`config.mk`:
```
export PLATFORM = sky130hd
export DESIGN_NAME = pth_hash
export DESIGN_NICKNAME = d
export VERILOG_FILES = /design/src/design/pth_pkg.sv /design/src/design/pth_hash.sv
export SDC_FILE = /design/constraint.sdc
export NUM_CORES = 2
export LEC_CHECK = 0
export ABC_AREA = 1
export BUFFER_PORTS_ARGS = -buffer_cell sky130_fd_sc_hd__buf_2
export CORE_ASPECT_RATIO = 1.75
export CORE_MARGIN = 2
export CORE_UTILIZATION = 30
export DETAILED_ROUTE_END_ITERATION = 8
export PLACE_DENSITY = 0.48
export SLEW_MARGIN = 20
export SYNTH_ARGS = -nofsm -noshare
export SYNTH_HDL_FRONTEND = slang
export SYNTH_SLANG_ARGS = --single-unit
```
`constraint.sdc`:
```
create_clock -name aclk -period 9.99 [get_ports aclk]
set_clock_uncertainty 0.2 [all_clocks]
set_input_delay 1.998 -clock aclk [delete_from_list [all_inputs] [get_ports aclk]]
set_output_delay 1.998 -clock aclk [all_outputs]
set_load 0.02 [all_outputs]
```
`src/design/pth_pkg.sv`:
```
// shared types and constants of the pointer tracking hash table
// no dependencies; used by every other file of the block
`default_nettype none

package pth_pkg;

    // table geometry and field widths
    localparam int TABLE_SLOTS_DEFAULT = 4096;
    localparam int KEY_W               = 64;
    localparam int BYTES_W             = 48;
    localparam int DEV_W               = 4;
    localparam int LIVE_W              = 13;

    // hash constants: golden-ratio multiplier split into 32-bit halves
    localparam logic [31:0] GOLDEN_LO  = 32'h7F4A_7C15;
    localparam logic [31:0] GOLDEN_HI  = 32'h9E37_79B9;
    localparam int          FOLD_SHIFT = 33;
    localparam int          SLOT_SHIFT = 44;

    // reserved key codes
    localparam logic [KEY_W-1:0] KEY_EMPTY = 64'd0;
    localparam logic [KEY_W-1:0] KEY_TOMB  = 64'd1;

    typedef enum logic [1:0] {
        KIND_INSERT = 2'd0,
        KIND_REMOVE = 2'd1,
        KIND_CLEAR  = 2'd2
    } kind_t;

    typedef enum logic [2:0] {
        STATUS_OK       = 3'd0,
        STATUS_DUP      = 3'd1,
        STATUS_FULL     = 3'd2,
        STATUS_NOTFOUND = 3'd3,
        STATUS_RESERVED = 3'd4
    } status_t;

    typedef enum logic [2:0] {
        ST_INIT,
        ST_IDLE,
        ST_HASH,
        ST_PROBE,
        ST_CLEAR,
        ST_RESULT
    } state_t;

    typedef enum logic [2:0] {
        HP_IDLE,
        HP_LOW,
        HP_CROSS_A,
        HP_CROSS_B,
        HP_SUM
    } hash_phase_t;

    typedef struct packed {
        logic [1:0]         kind;
        logic [KEY_W-1:0]   key_address;
        logic [BYTES_W-1:0] alloc_bytes;
        logic [DEV_W-1:0]   device_number;
    } pth_in_t;

    typedef struct packed {
        logic [2:0]         status;
        logic [BYTES_W-1:0] removed_bytes;
        logic [DEV_W-1:0]   removed_device;
        logic [LIVE_W-1:0]  live_entries;
    } pth_out_t;

    // write request into the slot memories
    typedef struct packed {
        logic               we_key;
        logic               we_data;
        logic [KEY_W-1:0]   key;
        logic [BYTES_W-1:0] bytes;
        logic [DEV_W-1:0]   device;
    } pth_wr_t;

endpackage

`default_nettype wire

```
`src/design/pth_hash.sv`:
```
// home slot hash: fold, 64-bit golden multiply on one shared 32x32 multiplier, slot select
// depends on pth_pkg
`default_nettype none

module pth_hash #(
    parameter int TABLE_SLOTS = pth_pkg::TABLE_SLOTS_DEFAULT,
    parameter int AW          = $clog2(TABLE_SLOTS)
) (
    input  wire logic                    aclk,
    input  wire logic                    aresetn,
    input  wire logic                    start,
    input  wire logic [pth_pkg::KEY_W-1:0] key,
    output logic                         done,
    output logic [AW-1:0]                home
);

    localparam logic [AW-1:0] SLOT_MASK = AW'(TABLE_SLOTS - 1);
    localparam int            HI_OFS    = pth_pkg::SLOT_SHIFT - 32;

    pth_pkg::hash_phase_t phase_reg, phase_next;
    logic [63:0] fold_reg, fold_next;
    logic [63:0] p0_reg, p0_next;
    logic [31:0] c1_reg, c1_next;
    logic [31:0] c2_reg, c2_next;
    logic [31:0] mul_a, mul_b;
    logic [63:0] prod;
    logic [31:0] sum_hi;

    // shared multiplier
    assign prod = 64'(mul_a) * 64'(mul_b);

    // upper word of the product modulo 2^64
    assign sum_hi = p0_reg[63:32] + c1_reg + c2_reg;

    // phase register
    always_ff @(posedge aclk) begin
        if (!aresetn) begin
            phase_reg <= pth_pkg::HP_IDLE;
        end else begin
            phase_reg <= phase_next;
        end
    end

    // operand and partial product registers
    always_ff @(posedge aclk) begin
        fold_reg <= fold_next;
        p0_reg   <= p0_next;
        c1_reg   <= c1_next;
        c2_reg   <= c2_next;
    end

    // sequencing and operand select
    always_comb begin
        phase_next = phase_reg;
        fold_next  = fold_reg;
        p0_next    = p0_reg;
        c1_next    = c1_reg;
        c2_next    = c2_reg;
        mul_a      = fold_reg[31:0];
        mul_b      = pth_pkg::GOLDEN_LO;
        done       = 1'b0;
        home       = sum_hi[HI_OFS +: AW] & SLOT_MASK;
        case (phase_reg)
            pth_pkg::HP_IDLE: begin
                if (start) begin
                    fold_next  = key ^ (key >> pth_pkg::FOLD_SHIFT);
                    phase_next = pth_pkg::HP_LOW;
                end
            end
            pth_pkg::HP_LOW: begin
                p0_next    = prod;
                phase_next = pth_pkg::HP_CROSS_A;
            end
            pth_pkg::HP_CROSS_A: begin
                mul_b      = pth_pkg::GOLDEN_HI;
                c1_next    = prod[31:0];
                phase_next = pth_pkg::HP_CROSS_B;
            end
            pth_pkg::HP_CROSS_B: begin
                mul_a      = fold_reg[63:32];
                c2_next    = prod[31:0];
                phase_next = pth_pkg::HP_SUM;
            end
            pth_pkg::HP_SUM: begin
                done       = 1'b1;
                phase_next = pth_pkg::HP_IDLE;
            end
            default: begin
                phase_next = pth_pkg::HP_IDLE;
            end
        endcase
    end

endmodule

`default_nettype wire

```
==> summary.txt <==
CP max FO -> 34
Post-Syn Instances -> 3,603
Final Max Slew Viols -> 0
Area Overhead vs Synth -> 8.78%
most frequent cells in the layout -> inv_1 (1,017), fa_1 (579), nand2_1 (563)
clock buffer count from CTS -> 17
DRT Pass-1 Iters -> 5
crit path max-delay cell type -> dfxtp_1
Clock Latency Late Sink -> 0.51 ns
Post-CTS Setup Bufs -> 0
WL per Instance -> 24.0 um
CP startpoint -> phase_reg[1]
total wire length -> 122 mm
commonest non-fill, non-tap cell in the layout -> inv_1
io pins -> 80
IO Port Bufs -> 79
RePlAce Congestion -> 1.01
DRC -> 0
largest net degree at the start of global routing -> 65
clock sink count -> 139
setup_tns -> 0 ns
Crit Path Class -> reg2reg
Synth cell types -> 44
final critical-path required period -> 9.49 ns
row cnt -> 158
Hold WC Path Type -> reg2reg
Most common cell on crit path -> fa_1
Die Area -> 109,000 um^2
clock slew at reported path FFs -> 0.07 ns
Seq/Total Area, Yosys -> 13.0%
clock root cell -> clkbuf_16
max cap viols -> 0
Seq cells post-synth -> 139
status -> finished, final reports clean
gr usage total -> 22.9%
Critical Path Source Type -> flop
Syn. warnings -> 0
reg-to-reg startpoint -> phase_reg[1]
diode count -> 0
first-pass GRT wire length -> 177 mm
Clock Path Buffers -> 2
Fill cells -> 11,300
Post-Syn Area -> 31,900 um^2
starting density of the core -> 30.1%
final setup vio count -> 0
fin nets -> 4,771
die span in x -> 250 um
share of cells above drive strength 1 -> 7.06%
total gr overflow -> 0
Max-slew headroom -> 31.5%
Fmax achieved -> 105 MHz
core area -> 106,000 um^2
largest stage delay on the critical path -> 0.62 ns
Final Util -> 32.8%
RSZ-0062 raised after global routing -> no
Hold Fails Final Rpt -> 0
Required @ worst endpoint -> 9.98 ns
final period utilization -> 95.0%
post-DP HPWL -> 109 mm
CTS H-tree depth -> 4
Iteration-0 DRC Markers -> 1,161
initial antenna violation count -> 2
CTS tree -> yes
DR vias -> 24,000
synthesized area per cell -> 8.85 um^2
Crit. End Element -> flop
final antenna-violating net count -> 0
Worst Tran Pin Value -> 1.03 ns
max FFs per register -> 64
vias per std cell -> 4.71
number of global-route vias before repair -> 27,400
Worst Path Arrival -> 9.48 ns
area leader, netlist -> fa_1
Synth top area share -> 36.4%
Hold Path Origin -> phase_reg[1]
Area contributors post-synth -> fa_1 (36%), ha_1 (16%), edfxtp_1 (13%), inv_1 (12%), nand2_1 (6.6%)
Die Ht -> 435 um
==> worst max-delay path, delay by kind of cell (launching register included) <==
| kind | cells | cell delay, ns |
|---|---|---|
| xor+xnor | 1 | 0.61 |
| compound gates | 1 | 0.25 |
| simple gates | 9 | 2.19 |
| buf+inv | 7 | 0.96 |
| flops | 1 | 0.62 |
| fa+ha+maj | 9 | 4.35 |
==> synthesized netlist by cell type, drive strengths merged <==
master,count
o21bai,32
nand3,82
xor2,88
xnor2,10
nand4,27
edfxtp,136
o21ai,111
dfxtp,3
a21oi,104
and2,2
nor3,21
a211oi,2
buf,29
a21o,10
ha,412
inv,1044
nor4,4
nand3b,3
nand2,572
conb,2
clkbuf,36
nor2,275
o21a,3
fa,579
or2,16
==> area by class of cell <==
| class | count | area (um^2) | area share [%] |
|---|---|---|---|
| clock buffers | 17 | 425 | 1.23 |
| flip-flops and latches | 139 | 4140 | 12.0 |
| well taps | 1360 | 1700 | 4.91 |
| clock inverters | 15 | 146 | 0.422 |
| repair buffers | 125 | 753 | 2.17 |
| inverters | 1044 | 3930 | 11.3 |
| multi-input cells | 2386 | 23600 | 68.0 |
==> cell families after synthesis <==
kind of cell	share of synthesized area, %
DFF	13.0
other	0.0236
AOI/OAI and AO/OA	4.93
xor gates and xnor gates	2.74
buffers and inverters	13.5
and+or+nand+nor	13.3
adders and majority gates	52.5
==> per-layer routing <==
layer	GRT usage [%]	routed length, um
met1	20.6	38600
met2	44.9	66800
met3	1.76	3200
met4	20.7	13300
met5	0	0
==> metrics by stage <==
step | cells | hold WS [ns] | worst slack (ns) | cell area, um^2
finish | 5086 | 0.523 | 0.496 | 34700
global route | 5086 | 0.583 | 0.100 | 34700
detailed placement | 5054 | 0.517 | 0.667 | 34100
global placement | 5054 | 0.507 | 0.552 | 34100
floorplan | 3634 | 0.444 | 2.71 | 32000
CTS | 5086 | 0.534 | 0.655 | 34700
==> final timing paths <==
kind / cells past startpoint / slack (ns) / to
setup / recovery: 27 / 0.50 / c1_reg[21]
hold / removal: 2 / 0.52 / phase_reg[0]
setup reg to reg: 27 / 0.50 / c1_reg[21]
hold reg to reg: 2 / 0.52 / phase_reg[0]
==> repair_timing <==
item,in CTS,in global routing
hold buffers,0,0
resized for setup,0,1
endpoints found under the setup margin,0,2
Power is left out: the tool's default activity adds up to more than one toggle a clock period on the data nets, which glitch-free logic cannot reach.
